File: src/sv/tlc_ram.sv
// Generic single-port synchronous RAM with registered read data.
module tlc_ram #(
	parameter int WIDTH = 8,
	parameter int DEPTH = 16,
	localparam int AW = (DEPTH > 1) ? $clog2(DEPTH) : 1
) (
	input  logic             clk,
	input  logic             en,
	input  logic             we,
	input  logic [AW-1:0]    addr,
	input  logic [WIDTH-1:0] wdata,
	output logic [WIDTH-1:0] rdata
);

	logic [WIDTH-1:0] mem [DEPTH];

	always_ff @(posedge clk) begin
		if (en) begin
			if (we) begin
				mem[addr] <= wdata;
			end else begin
				rdata <= mem[addr];
			end
		end
	end

endmodule

File: config.mk
export PLATFORM = sky130hd
export DESIGN_NAME = tlc_ram
export DESIGN_NICKNAME = d
export VERILOG_FILES = /design/src/sv/tlc_ram.sv
export SDC_FILE = /design/constraint.sdc
export NUM_CORES = 1
export LEC_CHECK = 0
export ABC_AREA = 1
export BUFFER_PORTS_ARGS = -buffer_cell sky130_fd_sc_hd__buf_2
export CAP_MARGIN = 20
export CORE_MARGIN = 2
export CORE_UTILIZATION = 61
export CTS_CLUSTER_SIZE = 16
export DETAILED_ROUTE_END_ITERATION = 7
export PLACE_DENSITY = 0.87
export SKIP_LAST_GASP = 1
export SLEW_MARGIN = 20
export SYNTH_ARGS = -nofsm -noshare
export SYNTH_HDL_FRONTEND = slang
export SYNTH_SLANG_ARGS = --single-unit
File: constraint.sdc
create_clock -name clk -period 2.1 [get_ports clk]
set_clock_uncertainty 0.05 [all_clocks]
set_input_delay 0.21 -clock clk [delete_from_list [all_inputs] [get_ports clk]]
set_output_delay 0.21 -clock clk [all_outputs]
set_load 0.02 [all_outputs]
* Yosys cells after proc, flatten, opt, wreduce, memory -nomap -nowiden *
Memories as Yosys holds them, arrays and structs flattened. A register that Yosys moved wholly into a read port is not among the register bits.
Index checks and enable logic that the tools add are counted.

storage, ports and cells
  flip-flop bits (word level) = 0
  memory bits (writable) = 128
  input port bits = 15
  output and inout bits = 8
  logic and storage cells = 6
  memories = 1

memory list
  memory  words  bits a word  rd ports  clocked after Yosys merged registers in  write ports  line  RTL
  mem     16     8            1         1                                        1            15    logic [WIDTH-1:0] mem [DEPTH];

operators by class
  mux-type cells = 3
  bitwise gates (word level) = 1
  reduce and logical (&&, ||, !) cells = 1

operators by type and width
  cell              count
  $mux 1            3
  $reduce_and 2->1  1
  $not 1->1         1

* Logic depth before layout (Yosys ltp) *
  depth after elaboration = 3
  depth in mapped cells = 11
  depth with buffers taken out = 9

* Worst setup path after synthesis *
No wires, ideal clock.

  kind = input-to-reg
  start point = in addr[1]
  end point = mem mem[12][0] (enable)
  library setup time = 0.370 ns
  arrival = 1.144 ns
  data required time = 1.680 ns
  slack = 0.536 ns
  cell stages on the path = 5
  buffers on the path = 2
  cell sequence = buf_2 inv_2 buf_2 nand3_1 nor2_1

RTL lines
  element          line  RTL
  start, declared  10    input logic [AW-1:0] addr,
  end, declared    15

No word-level cell before the write port.

* Worst setup path after layout *
  start point = reg rdata[2], read port of mem
  end point = out rdata[2]

RTL lines
  element          line  RTL
  start, declared  12    output logic [WIDTH-1:0] rdata

No word-level cell between the ends.

==> results.toml <==
[cells_and_area]
antenna_cells = 0
layout.cells.most_common_list = "nand2_1 (347), edfxtp_1 (136), buf_2 (22), buf_4 (22), inv_1 (21)"
area_delta_synth_final_pct = 15.5
nets = 609
final_common_cell = "nand2_1"
finalNonFillerCells = 718
final_area_um2 = 6580
drive_gt1_share_pct = 12.9
fill_cells = 579

[die]
chipWidth_um = 101
core_um2 = 9150
design.die.area_um2 = 10100
initial_core_util_pct = 62.2
die_h_um = 101
rows = 35
boundaryPins = 23

[clocking]
ctsHtreeMaxLevel = 4
cts_made_buffers = 17
root_buffer = "clkbuf_8"
cts_setup_buffers = 0
insertion_delay_ps = 530
clk_pin_slew_ps = 60
cts_repair_resize_count = 0
postCtsHoldBufs = 0
cts_tree = "yes"
numClockSinks = 136
cts_buffer_depth = 2

[route]
wl_per_cell_um = 18.3
num_vias = 4026
antenna_left = 0
drc = 0
firstDrtPassIters = 5
drt_wl_total_mm = 13.1
drtIter0Drc = 446
viasPerCell = 5.61

[timing]
slew_violations = 0
slew_headroom_pct = 51.1
setup_viol = 0
fin_crit_sh_pct = 62.7
worst_pin_slew_ps = 730
hold_viol = 0
rsz0062_at_grt = "false"
tns_ps = 0
fin_crit_ps = 1320
layout_setup_ws_ps = 783
max_freq_mhz = 759

[place]
finalWeightedCongestion = 0.855
place_area_um2 = 5990
hpwl_mm = 7.92
port_buffers = 22
pre_cts_slack_ps = 423
placedCellCount = 686

[global_route]
grt_pass1_wl_mm = 20.6
busiest_layer = "met2"
globalRouteTotalUtil_pct = 28.5
grt_pass1_vias = 4038
overflow = 0
gr-usage-met1_pct = 36.5
met3_usage_pct = 6.66
gr-usage-met2_pct = 46.9
antenna_found_initial = 0
grt_max_degree = 35

[power]
p_comb_share_pct = 5.6
p_switching_mw = 1.40
switching_share_pct = 22.1
p_int_mw = 4.93
p_total_mw = 6.33
p_leak_nw = 2.85
vdd_drop_max_v = 0.000603
p_clk_share_pct = 46.4
seq_power_share_pct = 48.0
power_per_cell_area_nw_per_um2 = 963

[flow_run]
maxCapViolations = 0

[worst_setup_path]
path_max_fanout = 1
worstPathArrival_ps = 1060
path_class = "reg -> out"
critPathBufInv = 1
critPathTopFamily = "flip-flops"
required_ps = 1840
critPathCaptureType = "output pin"
crit_path_start_kind = "flop"
crit_chain = "buf_2"
crit_path_top_delay_cell = "edfxtp_1"
slowest_delay_ps = 370

[synthesis]
synth-seq-area-share_pct = 71.8
yosysTopAreaCellShare_pct = 71.8
synth.avg_cell_area_um2 = 10.3
netlist_area_um2 = 5690
synth_warnings = 0
synth.distinct_cells = 9
synth.top_cells.by_area = "edfxtp_1 (72%), nand2_1 (23%), inv_1 (1.4%)"
postSynthCellCount = 552
synth_seq_cells = 136
yosys.area.top_type = "edfxtp_1"
syn_nets = 567

[run_status]
status = "complete, no violations"

[hold_path]
hp-class = "in -> reg"
==> cell usage after synthesis (all sizes together) <==
library cell  count
nand2           347
nor2             19
clkbuf            2
inv              25
edfxtp          136
nand3             4
buf              19
==> kinds of logic (layout without fill, tap and decap cells) <==
logic type / count (synthesis) / in the layout / share of synthesized area (%)
flops: 136 / 136 / 71.8
buf+inv: 46 / 101 / 3.76
simple gates: 370 / 370 / 24.5
==> through the flow <==
stage,utilization [%],hold WS [ps]
after floorplan,-,259
after global placement,65.4,574
after detailed placement,65.4,588
after CTS,71.8,41.9
after global routing,71.8,62.6
final,71.8,54.4
==> power by group through the flow <==
| stage | Clock (mW) | Sequential [mW] | Combinational, mW |
|---|---|---|---|
| 2_1_floorplan | 0 | 3.10 | 0.200 |
| 3_3_place_gp | 0 | 3.09 | 0.326 |
| 3_5_place_dp | 0 | 3.10 | 0.339 |
| 4_1_cts | 2.96 | 3.04 | 0.348 |
| 5_1_grt | 3.07 | 3.04 | 0.392 |
| 6_report | 2.94 | 3.04 | 0.353 |
==> path summary, 6_finish.rpt <==
kind,startpoint,cells past startpoint,to,slack [ps]
max,rdata[2],1,rdata[2],780
min,we,2,rdata[0],50
max reg2reg,mem[7][4],8,rdata[4],830
min reg2reg,mem[0][1],8,rdata[1],740
==> sequential cells by signal, indices dropped and copies added, names as in the netlist <==
name and flops:
rdata 8, mem 128
==> area by class of cell <==
type                            instances  area (um2)  share of cell area, %
Clock buffer                           18         418                   6.36
Clock inverter                         14         171                   2.61
Inverter                               25        93.8                   1.43
Multi-Input combinational cell        370        1390                   21.2
Sequential cell                       136        4080                   62.1
Tap cell                              111         139                   2.11
Timing Repair Buffer                   44         275                   4.19
==> metal layers <==
layer	up-vias	part of all wire [%]	wire length, um
met2	247	50	6580
met3	40	9.5	1240
met5	-	0	0
met4	0	2.7	348
met1	1887	38	4950
li1	1852	-	-
Power figures use the tool's default switching activity.
