**src/sv/tlc_level.sv**
```systemverilog
// Tag match, victim choice and age update for one set of one cache level.
module tlc_level #(
	parameter int MAX_WAYS = 8,
	parameter int TAG_W    = 32,
	parameter int AGE_W    = 4,
	localparam int ENT_W   = 1 + AGE_W + TAG_W,
	localparam int WAY_W   = (MAX_WAYS > 1) ? $clog2(MAX_WAYS) : 1,
	localparam int CNT_W   = $clog2(MAX_WAYS + 1)
) (
	input  logic [MAX_WAYS*ENT_W-1:0] row_rd,
	input  logic [TAG_W-1:0]          tag,
	input  logic [CNT_W-1:0]          ways,
	output logic                      hit,
	output logic [WAY_W-1:0]          way,
	output logic [MAX_WAYS*ENT_W-1:0] row_wr
);

	logic [MAX_WAYS-1:0]             vld, inuse, match, inval, ismax;
	logic [MAX_WAYS-1:0][AGE_W-1:0]  age;
	logic [MAX_WAYS-1:0][TAG_W-1:0]  tg;
	logic [WAY_W-1:0]                hit_way, inval_way, max_way, victim;
	logic [AGE_W-1:0]                hit_age;

	always_comb begin
		for (int w = 0; w < MAX_WAYS; w++) begin
			tg[w]    = row_rd[w*ENT_W +: TAG_W];
			age[w]   = row_rd[w*ENT_W + TAG_W +: AGE_W];
			vld[w]   = row_rd[w*ENT_W + TAG_W + AGE_W];
			inuse[w] = (w < int'(ways));
			match[w] = inuse[w] && vld[w] && (tg[w] == tag);
			inval[w] = inuse[w] && !vld[w];
		end
		for (int w = 0; w < MAX_WAYS; w++) begin
			ismax[w] = inuse[w];
			for (int j = 0; j < MAX_WAYS; j++) begin
				if (inuse[j] && j != w) begin
					if (j < w) begin
						ismax[w] = ismax[w] && (age[w] > age[j]);
					end else begin
						ismax[w] = ismax[w] && (age[w] >= age[j]);
					end
				end
			end
		end
	end

	always_comb begin
		hit_way   = '0;
		inval_way = '0;
		max_way   = '0;
		for (int w = MAX_WAYS - 1; w >= 0; w--) begin
			if (match[w]) begin
				hit_way = WAY_W'(w);
			end
			if (inval[w]) begin
				inval_way = WAY_W'(w);
			end
			if (ismax[w]) begin
				max_way = WAY_W'(w);
			end
		end
		hit     = |match;
		victim  = (|inval) ? inval_way : max_way;
		way     = hit ? hit_way : victim;
		hit_age = age[hit_way];
	end

	always_comb begin
		row_wr = row_rd;
		for (int w = 0; w < MAX_WAYS; w++) begin
			if (inuse[w]) begin
				if (hit) begin
					if (WAY_W'(w) == hit_way) begin
						row_wr[w*ENT_W + TAG_W +: AGE_W] = '0;
					end else if (age[w] < hit_age) begin
						row_wr[w*ENT_W + TAG_W +: AGE_W] = age[w] + AGE_W'(1);
					end
				end else if (WAY_W'(w) == victim) begin
					row_wr[w*ENT_W +: ENT_W] = {1'b1, {AGE_W{1'b0}}, tag};
				end else if (age[w] != {AGE_W{1'b1}}) begin
					row_wr[w*ENT_W + TAG_W +: AGE_W] = age[w] + AGE_W'(1);
				end
			end
		end
	end

endmodule

```
**config.mk**
```make
export PLATFORM = sky130hd
export DESIGN_NAME = tlc_level
export DESIGN_NICKNAME = d
export VERILOG_FILES = /design/src/sv/tlc_level.sv
export SDC_FILE = /design/constraint.sdc
export NUM_CORES = 1
export LEC_CHECK = 0
export ABC_AREA = 1
export BUFFER_PORTS_ARGS = -buffer_cell sky130_fd_sc_hd__buf_2
export CAP_MARGIN = 20
export CORE_AREA = 2 2 323 197
export DETAILED_ROUTE_END_ITERATION = 16
export DIE_AREA = 0 0 325 199
export PLACE_DENSITY = 0.46
export SYNTH_ARGS = -nofsm -noshare
export SYNTH_HDL_FRONTEND = slang
export SYNTH_SLANG_ARGS = --single-unit
```
**constraint.sdc**
```tcl
create_clock -name vclk -period 5.7
set_clock_uncertainty 0.2 [all_clocks]
set_input_delay 1.14 -clock vclk [all_inputs]
set_output_delay 1.14 -clock vclk [all_outputs]
set_load 0.02 [all_outputs]
```
# Word level (Yosys, flattened, before mapping)
# Cells that the tools add are included.
# W data, S select, Z words.
# totals
register_bits	0
in_bits	332
output_inout_bits	300
wordCells	367
# op_classes
addsub	8
order_cmp	73
n_eq_ne	30
n_mux	164
n_reduce_logical	92
# op_table
cell	count
$mux W32	16
$mux W37	8
$eq A32 B32 Y1	8
$mux W4	41
$ge A4 B4 Y1	28
$gt A4 B4 Y1	28
$logic_and A1 B1 Y1	80
$mux W3	26
$mux W1	72
$add A4 B1 Y4 const B	8
$lt A4 B4 Y1	8
$ne A4 B4 Y1 const B	8
$eq A3 B3 Y1 const A	8
$lt A3 B4 Y1 const A	4
$reduce_or A8 Y1	2
$bmux W4 S3	1
$eq A2 B3 Y1 const A	4
$logic_not A1 Y1	8
$lt A1 B4 Y1 const A	2
$lt A2 B4 Y1 const A	2
$eq A1 B3 Y1 const A	2
$logic_not A3 Y1	2
$lt A3 B4 Y1 const B	1

# Depth between registers and ports, before layout
# logic_depth
depth_word	28
ltp_mapped	31
mapped_depth_nobuf	30

# Worst setup path before layout
# No wires, ideal clock.
# synth_path
path_kind	input -> output
startpoint	in tag[2]
endpoint	out row_wr[291]
arrival_ns	4.325
required_time_ns	4.360
setup_slack_ns	0.035
path_stages	26
n_path_buf	2
path_cell_list	buf_4 -> inv_2 -> buf_6 -> nand2_1 -> nand2_1 -> nor2_1 -> nand2_1 -> nor2_1 -> nand3_1 -> nor2_2 -> inv_2 -> nand2_1 -> nand2_2 -> nand2_4 -> nand2_4 -> nand2_2 -> nor2_1 -> inv_1 -> o22ai_1 -> o22ai_1 -> ha_1 -> a21oi_1 -> nand2_2 -> nand2_1 -> nand3_1 -> a21oi_1
# synth_between
elab_chain_len	17
word_cells_on_any_way	33
classes_between	order compare (1); eq/ne (9); mux (14); reduce/logical (9)
# synth_rtl
element	line_no	text
from (decl)	11	input logic [TAG_W-1:0] tag,
$eq A32 B32 Y1	30	match[w] = inuse[w] && vld[w] && (tg[w] == tag);
$logic_and A1 B1 Y1	30	
$mux W3 (8 in series)	52	if (match[w]) begin
$bmux W4 S3	65	hit_age = age[hit_way];
$mux W4 (not written as such)	65	
$lt A4 B4 Y1	75	end else if (age[w] < hit_age) begin
$mux W4	75	
$mux W4	73	if (WAY_W'(w) == hit_way) begin
$mux W4 *	72	if (hit) begin
$mux W37 *	71	if (inuse[w]) begin
to (decl)	15	output logic [MAX_WAYS*ENT_W-1:0] row_wr
# Every way passes the cells marked *; elsewhere a longest branch is shown, timed or not. The select of a mux whose other input is x is not followed.

# Final worst setup path
# layout_path
startpoint	in row_rd[70]
endpoint	out row_wr[264]
# layout_between
elab_chain_len	26
word_cells_on_any_way	127
classes_between	order compare (14); eq/ne (1); mux (62); reduce/logical (50)
# layout_rtl
element	line_no	text
from (decl)	10	input logic [MAX_WAYS*ENT_W-1:0] row_rd,
$gt A4 B4 Y1	38	ismax[w] = ismax[w] && (age[w] > age[j]);
$logic_and A1 B1 Y1	38	
$mux W1	36	if (inuse[j] && j != w) begin
$logic_and A1 B1 Y1	38	
$mux W1	36	
$logic_and A1 B1 Y1	38	
$mux W1	36	
$logic_and A1 B1 Y1	38	
[... 4 more ...]	n/a	
$mux W1	36	
$mux W3 (7 in series)	58	if (ismax[w]) begin
$mux W3 *	58	
$mux W3 *	63	victim = (|inval) ? inval_way : max_way;
$eq A3 B3 Y1 *	78	end else if (WAY_W'(w) == victim) begin
$mux W32 *	78	
$mux W32 *	72	
$mux W37 *	71	
# Every way passes the cells marked *; elsewhere a longest branch is shown, timed or not.

==> flow_summary.toml <==
[outcome]
outcome = "complete, but fails checks"
violations = "setup timing"

[drt]
viasPerCell = 5.098
drc = 0
post_drt_wl_per_cell_um = 24.81
finalWirelength_um = 122000
drt_iter0_markers = 2637
final_antenna_net_count = 0
vias = 25060
dr.pass1.iters = 5

[sta]
drv_slew = 0
slew_headroom_pct = 50.25
setup_slack_ns = -0.1995
whs_ns = 2.418
final.period_utilization_pct = 103.5
layout_min_cycle_time_ns = 5.899
worstMarginPinSlew_ns = 0.7385
setup_viol = 194
fmax_mhz = 169.5
rsz0062_at_grt = "true"
finalHoldViolCount = 0

[global_routing]
antenna_found_initial = 14
grt_pass1_wl_um = 162300
grt_pass1_vias = 22860
track_usage_pct = 34.48
grt_max_degree = 66
grt_overflow = 0

[synth]
synth.avg_cell_area_um2 = 5.175
synthCells = 2728
syn_nets = 3204
yosysUniqueCellTypes = 60
ys_seq_area_share_pct = 0
syn-cell-area_um2 = 14120
ys.warnings.count = 0

[cells_and_area]
nClkBuffers = 0
seqCellArea_um2 = 0
design.seq.count = 0
layout.nets = 4543
layout.cells.non_filler = 4916
final.fill_count = 6657
layout-drive-gt1-share_pct = 48.95
areaGrowthSynthToFinish_pct = 100.7

[job]
max_cap_viol_count = 0

[place]
gp_congestion = 1.024
port_buffers = 632
dp_hpwl_um = 100200
placedCellCount = 4797

[die]
die_w_um = 325
top_level_ports = 632
initial_utilization_pct = 22.80
die_h_um = 199
core.rowCount = 71
dieArea_um2 = 64680
core-area_um2 = 61920

[critical_path]
critPathArrivalTime_ns = 4.56
path_class = "input port to primary output"
path_max_fanout = 18
cp.required_ns = 4.36
start_kind = "input port"
worstSetupEndpointType = "primary output"

[power_and_ir_drop]
irDropWorstVdd_mv = 0.06125
total_power_mw = 2.921
powerDensity_nw_per_um2 = 103.1
leakage_nw = 15.13

[min_path]
min_path_type = "input port to primary output"
critical path, cell delays in order:
cell and delay [ns]:
buf_8 0.08, clkinvlp_4 0.19, ha_4 0.34, inv_2 0.03
nor2_1 0.07, o211ai_1 0.09, nand2_1 0.09, nand2_2 0.07
nor3_2 0.17, nand4_1 0.22, a21oi_1 0.18, o21a_1 0.17
nor2_2 0.06, nor3b_2 0.17, nand2_1 0.08, nand2_2 0.08
buf_6 0.13, nor2_4 0.14, buf_6 0.16, nand3_4 0.17
buf_12 0.19, clkbuf_16 0.18, nand2_1 0.06, o21ai_1 0.09
buf_2 0.18
Yosys cell counts, types with 27 or more instances:
library cell | instances | share of area [%]
nor2_1 | 209 | 5.6
nor3_1 | 27 | 0.96
or2_2 | 35 | 1.6
a21oi_1 | 113 | 4.0
nand4_1 | 100 | 4.4
nand2_2 | 29 | 1.3
o21ai_0 | 238 | 8.4
o21ai_1 | 108 | 3.8
nand3_1 | 135 | 4.8
inv_1 | 262 | 7.0
inv_2 | 43 | 1.1
xnor2_1 | 53 | 3.3
nand2_1 | 887 | 24
ha_1 | 144 | 13
buf_2 | 64 | 2.3
xor2_1 | 51 | 3.2
final cells by class:
type                       instances  area (um2)  area share, %
antenna                           12       30.03         0.1060
inverter                         307        1355          4.783
multi-input combinational       2298       14540          51.31
tap                              839        1050          3.705
timing repair buffer            1457       11340          40.02
timing repair inverter             3       21.27        0.07508
cell usage in the layout, fill, tap and decap left out, types with 106 or more instances in the layout:
cell	n
nor2_1	178
o21ai_0	171
buf_2	500
buf_6	126
inv_1	239
nand2_1	780
buf_4	737
ha_1	116
o21ai_1	134
nand2_2	106
power by group:
part           switching, mW   total [mW]  internal [mW]
logic                   1.71         2.92           1.21
clock network              0  0.000000225    0.000000225
registers                  0            0              0
total                   1.71         2.92           1.21
repair_timing:
action | in CTS | in global routing
endpoints found under the hold margin | 0 | 0
pin swaps | 118 | 128
buffers inserted | 50 | 39
setup endpoints to repair | 292 | 296
resized for setup | 496 | 433
gates cloned | 5 | 17
hold buffers | 0 | 0
cell families (layout without fill, tap and decap cells):
group                    after synthesis  after routing  share of synthesized area [%]
XOR/XNOR                             104            104                          6.452
other                                  0             12                              0
AND/OR/NAND/NOR                     1521           1521                          47.42
buffers and inverters                430           1767                          13.07
AO/OA/AOI/OAI                        529            529                          20.30
adder cells (fa/ha/maj)              144            144                          12.76
path summary, 6_finish.rpt:
path	from	depth (start not counted)	to
worst min-delay path	row_rd[158]	4	row_wr[158]
worst max-delay path	row_rd[70]	25	row_wr[264]
metal layers:
metal	up-vias	part of all wire (%)	global-route usage, %
met3	155	10	6.203
met2	1329	41	51.52
met4	8	2.2	5.710
met1	11810	47	51.40
li1	11760	-	-
met5	-	0.10	0
metrics by stage:
step                      cell area [um2]  setup TNS, ns  setup WS, ns  util [%]
after floorplan                     14120              0       0.03500         -
after global placement              23570         -61.79       -0.6983     38.07
after detailed placement            23570         -55.37       -0.6322     38.07
after CTS                           26070         -3.197      -0.08909     42.11
after global routing                28320         -48.10       -0.3074     45.73
final                               28330         -15.56       -0.1995     45.76
No activity file was read; power rests on OpenSTA's default activity.
